## config.mk

```make
export PLATFORM = sky130hd
export DESIGN_NAME = binary_to_decimal_digits_core
export DESIGN_NICKNAME = d
export VERILOG_FILES = /design/src/design/b2d_pkg.sv /design/src/design/b2d_dabble.sv /design/src/design/b2d_serializer.sv /design/src/design/binary_to_decimal_digits_core.sv
export SDC_FILE = /design/constraint.sdc
export NUM_CORES = 2
export LEC_CHECK = 0
export BUFFER_PORTS_ARGS = -buffer_cell sky130_fd_sc_hd__buf_4
export CORE_UTILIZATION = 60
export CTS_CLUSTER_DIAMETER = 80
export CTS_CLUSTER_SIZE = 28
export DETAILED_ROUTE_END_ITERATION = 8
export PLACE_DENSITY = 0.79
export SKIP_CTS_REPAIR_TIMING = 1
export SLEW_MARGIN = 20
export SYNTH_ARGS = -nofsm -noshare
export SYNTH_HDL_FRONTEND = slang
export SYNTH_SLANG_ARGS = --single-unit
```

## constraint.sdc

```tcl
create_clock -name clk -period 7.3 [get_ports clk]
set_input_delay 1.46 -clock clk [delete_from_list [all_inputs] [get_ports clk]]
set_output_delay 1.46 -clock clk [all_outputs]
set_load 0.02 [all_outputs]
```

## src/design/b2d_pkg.sv

```systemverilog
`timescale 1ns / 1ps
package b2d_pkg;
    localparam int DEF_VALUE_WIDTH = 64;
    localparam logic [5:0] ASCII_ZERO = 6'd48;

    // Number of decimal digits needed for a w-bit value: ceil(w*log10(2)).
    function automatic int max_digits(input int w);
        return (w * 30103 + 99999) / 100000;
    endfunction
endpackage

```

## src/design/b2d_dabble.sv

```systemverilog
`timescale 1ns / 1ps
// Double-dabble stage: shift BITS_PER_STAGE binary bits into the BCD register.
module b2d_dabble
    import b2d_pkg::*;
#(
    parameter int VALUE_WIDTH = DEF_VALUE_WIDTH,
    parameter int BITS_PER_STAGE = 8
)
(
    input  logic                         clk,
    input  logic                         rst_n,
    input  logic                         in_valid,
    output logic                         in_ready,
    input  logic [VALUE_WIDTH-1:0]       in_bin,
    input  logic [4*max_digits(VALUE_WIDTH)-1:0] in_bcd,
    output logic                         out_valid,
    input  logic                         out_ready,
    output logic [VALUE_WIDTH-1:0]       out_bin,
    output logic [4*max_digits(VALUE_WIDTH)-1:0] out_bcd
);
    localparam int ND = max_digits(VALUE_WIDTH);

    logic                   valid_reg;
    logic [VALUE_WIDTH-1:0] bin_reg, bin_next;
    logic [4*ND-1:0]        bcd_reg, bcd_next;

    assign in_ready = !valid_reg || out_ready;

    always_comb
    begin
        logic [4*ND-1:0] b;
        logic [VALUE_WIDTH-1:0] v;
        b = in_bcd;
        v = in_bin;
        for (int s = 0; s < BITS_PER_STAGE; s++)
        begin
            for (int d = 0; d < ND; d++)
            begin
                if (b[4*d +: 4] >= 4'd5)
                begin
                    b[4*d +: 4] = b[4*d +: 4] + 4'd3;
                end
            end
            b = {b[4*ND-2:0], v[VALUE_WIDTH-1]};
            v = {v[VALUE_WIDTH-2:0], 1'b0};
        end
        bcd_next = b;
        bin_next = v;
    end

    always_ff @(posedge clk or negedge rst_n)
    begin
        if (!rst_n)
        begin
            valid_reg <= 1'b0;
        end
        else if (in_ready)
        begin
            valid_reg <= in_valid;
        end
    end

    always_ff @(posedge clk)
    begin
        if (in_ready && in_valid)
        begin
            bin_reg <= bin_next;
            bcd_reg <= bcd_next;
        end
    end

    assign out_valid = valid_reg;
    assign out_bin   = bin_reg;
    assign out_bcd   = bcd_reg;
endmodule

```

## src/design/b2d_serializer.sv

```systemverilog
`timescale 1ns / 1ps
// Emit BCD digits most significant first, skipping leading zeros.
module b2d_serializer
    import b2d_pkg::*;
#(
    parameter int VALUE_WIDTH = DEF_VALUE_WIDTH
)
(
    input  logic                       clk,
    input  logic                       rst_n,
    input  logic                       in_valid,
    output logic                       in_ready,
    input  logic [4*max_digits(VALUE_WIDTH)-1:0] in_bcd,
    output logic                       out_valid,
    input  logic                       out_ready,
    output logic [5:0]                 out_char,
    output logic                       out_last
);
    localparam int ND = max_digits(VALUE_WIDTH);
    localparam int IW = (ND > 1) ? $clog2(ND) : 1;

    logic            busy_reg;
    logic [4*ND-1:0] bcd_reg;
    logic [IW-1:0]   idx_reg;
    logic [IW-1:0]   top;
    logic            ovalid_reg;
    logic [5:0]      char_reg;
    logic            last_reg;
    logic            take;

    // Find most significant nonzero digit (one search per value).
    always_comb
    begin
        top = '0;
        for (int d = 0; d < ND; d++)
        begin
            if (in_bcd[4*d +: 4] != 4'd0)
            begin
                top = IW'(d);
            end
        end
    end

    assign in_ready = !busy_reg;
    assign take = !ovalid_reg || out_ready;

    always_ff @(posedge clk or negedge rst_n)
    begin
        if (!rst_n)
        begin
            busy_reg   <= 1'b0;
            ovalid_reg <= 1'b0;
        end
        else
        begin
            if (take)
            begin
                ovalid_reg <= busy_reg;
            end
            if (!busy_reg && in_valid)
            begin
                busy_reg <= 1'b1;
            end
            else if (busy_reg && take && idx_reg == '0)
            begin
                busy_reg <= 1'b0;
            end
        end
    end

    always_ff @(posedge clk)
    begin
        if (!busy_reg && in_valid)
        begin
            bcd_reg <= in_bcd;
            idx_reg <= top;
        end
        else if (busy_reg && take)
        begin
            char_reg <= ASCII_ZERO + {2'b00, bcd_reg[4*idx_reg +: 4]};
            last_reg <= (idx_reg == '0);
            idx_reg  <= idx_reg - 1'b1;
        end
    end

    assign out_valid = ovalid_reg;
    assign out_char  = char_reg;
    assign out_last  = last_reg;
endmodule

```

## src/design/binary_to_decimal_digits_core.sv

```systemverilog
`timescale 1ns / 1ps
// Binary to ASCII decimal converter. Each s_axis transaction carries one
// unsigned value (low VALUE_WIDTH bits used); the block answers with one
// m_axis transaction per decimal digit, most significant first, no leading
// zeros (zero gives a single '0'), tlast on the final digit. Conversion is a
// double-dabble pipeline of several stages, eight bits per stage, that
// accepts a value every cycle while the output is not stalled; the digit
// serializer then emits one digit per cycle while m_axis_tready is high, 1 to
// 20 digits for 64 bits, and takes a new value only once the last is done.
module binary_to_decimal_digits_core
    import b2d_pkg::*;
#(
    parameter int VALUE_WIDTH = DEF_VALUE_WIDTH
)
(
    input  logic        clk,
    input  logic        rst_n,
    input  logic        s_axis_tvalid,
    output logic        s_axis_tready,
    input  logic [63:0] s_axis_tdata,   // [63:0] value
    output logic        m_axis_tvalid,
    input  logic        m_axis_tready,
    output logic [7:0]  m_axis_tdata,   // [5:0] digit_char, [7:6] zero
    output logic        m_axis_tlast
);
    localparam int BPS = 8;
    localparam int NST = (VALUE_WIDTH + BPS - 1) / BPS;
    localparam int PADW = NST * BPS;
    localparam int ND  = max_digits(PADW);

    logic [NST:0]          v;
    logic [NST:0]          r;
    logic [PADW-1:0]       bin [NST+1];
    logic [4*ND-1:0]       bcd [NST+1];
    logic [5:0]            ch;

    // Zero-extend the value to whole stages; leading zeros leave the digits unchanged.
    assign bin[0] = PADW'(s_axis_tdata[VALUE_WIDTH-1:0]);
    assign bcd[0] = '0;
    assign v[0] = s_axis_tvalid;
    assign s_axis_tready = r[0];

    for (genvar g = 0; g < NST; g++)
    begin : g_stage
        b2d_dabble #(.VALUE_WIDTH(PADW), .BITS_PER_STAGE(BPS)) u_dab (
            .clk(clk), .rst_n(rst_n),
            .in_valid(v[g]), .in_ready(r[g]),
            .in_bin(bin[g]), .in_bcd(bcd[g][4*ND-1:0]),
            .out_valid(v[g+1]), .out_ready(r[g+1]),
            .out_bin(bin[g+1]), .out_bcd(bcd[g+1])
        );
    end

    b2d_serializer #(.VALUE_WIDTH(PADW)) u_ser (
        .clk(clk), .rst_n(rst_n),
        .in_valid(v[NST]), .in_ready(r[NST]), .in_bcd(bcd[NST]),
        .out_valid(m_axis_tvalid), .out_ready(m_axis_tready),
        .out_char(ch), .out_last(m_axis_tlast)
    );

    assign m_axis_tdata = {2'b00, ch};
endmodule

```

==> summary.md <==
| Metric | Value |
|---|---|
| Run status | completed |
| First-pass GRT wire length | approximately 360,000 µm |
| Final ANT Viol Nets | 0 |
| H-tree levels | 2 |
| Post-Syn Instances | 12,100 |
| FILL cells | 13,100 |
| Top cells by area, synth | edfxtp_1, ha_1, a21oi_1 |
| Data required time of the worst path | 7.76 ns |
| Peak Freq | between 100 and 150 MHz |
| CTS tree | yes |
| Met1 wire length | just over 90,000 µm |
| Cell row count | 146 |
| RSZ-0062 raised after global routing | yes |
| Crit Path Class | reg -> reg |
| Worst Skew | slightly below 0.05 ns |
| Max cap viols | 0 |
| Nets | ~13,000 |
| Hold/Removal Path Class | reg -> reg |
| Drt pass-1 iters | 6 |
| Seq/Total Area, Yosys | a little over a fifth |
| Wirelength, routed | 215,000 µm |
| TritonCTS Buffers | 57 |
| Crit path max fanout | 7 |
| Total track usage | between 20% and 30% |
| Relative slew margins | between 20% and 30% |
| Setup crit end kind | register |
| DR iter-0 viols | ~6,600 |
| Non-Filler Instances | approximately 14,000 |
| Worst skew pair latency | ~0.73 ns |
| Antenna Cells | 0 |
| Synth Register Bits | approximately 700 |
| Commonest register cell after synthesis | edfxtp_1 |
| I/O Pins | slightly below 80 |
| Crit path top cell by count | ha_1 |
| Placed insts | around 14,000 |
| Leading area contributor after synthesis | edfxtp_1 |
| Async SR Flop Fraction | between 1 and 1.5% |
| Total global routing overflow | 0 |
| Vias | approximately 91,000 |
| Final setup violation count | 0 |
| Final Hold Fails | 0 |
| Slew Limit Fails | 0 |
| CORE AREA | approximately 160,000 µm² |
| Max FFs per register | 374 |
| Remaining DRCs | 0 |
| Startpoint types | register |
| Avg Inst Size Synth | ~8 µm² |
| Max clock buf depth | 3 |
| Initial antenna violation count | 2 |
| Die Span Y | 403 µm |
| CTS sink cnt | roughly 700 |
| Die area | between 150,000 and 200,000 µm² |
| Top sig layer | met5 |
| Routed wl met2 | around 110,000 µm |
| Post-synth EDFFs | 688 |
| Dpl hpwl | about 160,000 µm |
| Yosys warns | 0 |
| Wire length on met3 | 7050 µm |
| Port bufs | 74 |
| Gpl congestion | 0.875 |
| Max stage delay on crit path | 0.49 ns |
| Via density | between 6 and 7 |
| Chip Width | just over 400 µm |
| Reg clk slew, reported paths | around 0.1 ns |
| Post-synth top cells | nor2_1, a21oi_1, nand2_1 |
| Fraction of layout cells with a size suffix above 1 | approximately an eighth |
| Layout Area Growth over Synthesis | 6.58% |
| Worst-margin pin slew | about 1.1 ns |
| Fin crit period | between 6 and 7 ns |
| CP max stage cell | edfxtp_1 |
| Largest net degree at the start of global routing | 86 |
| Unique masters post-synth | about 160 |
| Most frequent cell after synthesis | nor2_1 |
| Wire length per cell after detailed routing | 15.2 µm |
| Netlist Area Pre-Place | just under 100,000 µm² |
| CP Data Arrival Time | 7.42 ns |
| Vias in the first global route | roughly 84,000 |
| Post-synth top area share | 21.5% |
| Root Driver | clkbuf_16 |
| Fin crit share | between 90% and 100% |
| Starting Density | about three fifths |
## per-layer routing
layer | vias up | GRT usage (%)
met5 | - | 0
met4 | 2 | 6.78
met3 | 306 | 1.97
met2 | 1864 | 47.6
met1 | 42800 | 29.6
li1 | 45900 | -
## area by class of cell
cell class,instances,area (µm²),share of cell area [%]
Clock buffer,59,1460,1.42
Clock inverter,47,852,0.831
Inverter,910,3420,3.33
Multi-Input combinational cell,10200,72000,70.2
Sequential cell,698,20900,20.4
Tap cell,2072,2590,2.53
Timing Repair Buffer,186,1400,1.36
## critical path: cells and delay by family, from the launching register on
family / cells / cell delay, ns
AOI/OAI and AO/OA: 14 / 2.85
adders and majority gates: 6 / 1.35
and+or+nand+nor: 6 / 0.84
buffers and inverters: 6 / 0.62
DFF: 1 / 0.49
muxes: 1 / 0.31
xor gates and xnor gates: 1 / 0.24
## worst paths after layout
path,depth (start not counted),slack [ns],endpoint,from
min reg2reg,0,0.40,g_stage[1].u_dab.out_bin[18]$_DFFE_PP_,g_stage[0].u_dab.out_bin[10]$_DFFE_PP_
max in group asynchronous,1,6.58,g_stage[7].u_dab.out_valid$_DFFE_PN0P_,rst_n
min in group asynchronous,1,0.57,g_stage[4].u_dab.out_valid$_DFFE_PN0P_,rst_n
min,0,0.40,g_stage[1].u_dab.out_bin[18]$_DFFE_PP_,g_stage[0].u_dab.out_bin[10]$_DFFE_PP_
max,34,0.35,g_stage[7].u_dab.out_bcd[23]$_DFFE_PP_,g_stage[6].u_dab.out_bcd[20]$_DFFE_PP_
max reg2reg,34,0.35,g_stage[7].u_dab.out_bcd[23]$_DFFE_PP_,g_stage[6].u_dab.out_bcd[20]$_DFFE_PP_
## layout by cell type, fill, tap and decap left out, types with 148 or more instances in the layout
| master | synthesis | layout |
|---|---|---|
| a211oi_1 | 201 | 195 |
| a21o_1 | 200 | 200 |
| a21oi_1 | 973 | 947 |
| a31oi_1 | 212 | 194 |
| and2_1 | 157 | 149 |
| buf_4 | 12 | 186 |
| edfxtp_1 | 688 | 688 |
| ha_1 | 587 | 582 |
| inv_1 | 832 | 831 |
| mux2_2 | 257 | 257 |
| mux2i_1 | 362 | 348 |
| nand2_1 | 878 | 878 |
| nand2b_1 | 248 | 248 |
| nand3_1 | 287 | 287 |
| nor2_1 | 983 | 981 |
| nor2b_1 | 150 | 148 |
| nor3_1 | 305 | 303 |
| o211ai_1 | 252 | 252 |
| o21a_1 | 183 | 182 |
| o21ai_0 | 788 | 775 |
| o21ai_1 | 251 | 260 |
| xnor2_1 | 377 | 347 |
## cells by family (layout without fill, tap and decap cells)
logic type	after synthesis	after routing	share of synthesized area (%)
AND/OR/NAND/NOR	3742	3742	19.2
buffers and inverters	1156	1202	4.66
multiplexers	664	664	7.63
other	2	4	0.00780
XOR/XNOR	581	581	6.00
AO/OA/AOI/OAI	4611	4611	32.8
flip-flops	698	698	21.7
adder cells (fa/ha/maj)	613	613	7.90
## through the flow
| stage | TNS (ns) | utilization [%] | worst slack [ns] | cell area (µm²) | hold WS, ns |
|---|---|---|---|---|---|
| after floorplan | 0 | - | 0.406 | 96300 | 0.400 |
| after global placement | 0 | 62.3 | 0.316 | 98900 | 0.400 |
| after detailed placement | 0 | 62.3 | 0.0326 | 98900 | 0.405 |
| after CTS | 0 | 63.8 | 0.0244 | 101000 | 0.395 |
| after global routing | -0.577 | 64.6 | -0.0983 | 103000 | 0.402 |
| final | 0 | 64.6 | 0.346 | 103000 | 0.405 |
Power is not shown: default switching activity piles up to over one toggle a cycle in this logic, so the estimate is an artifact.
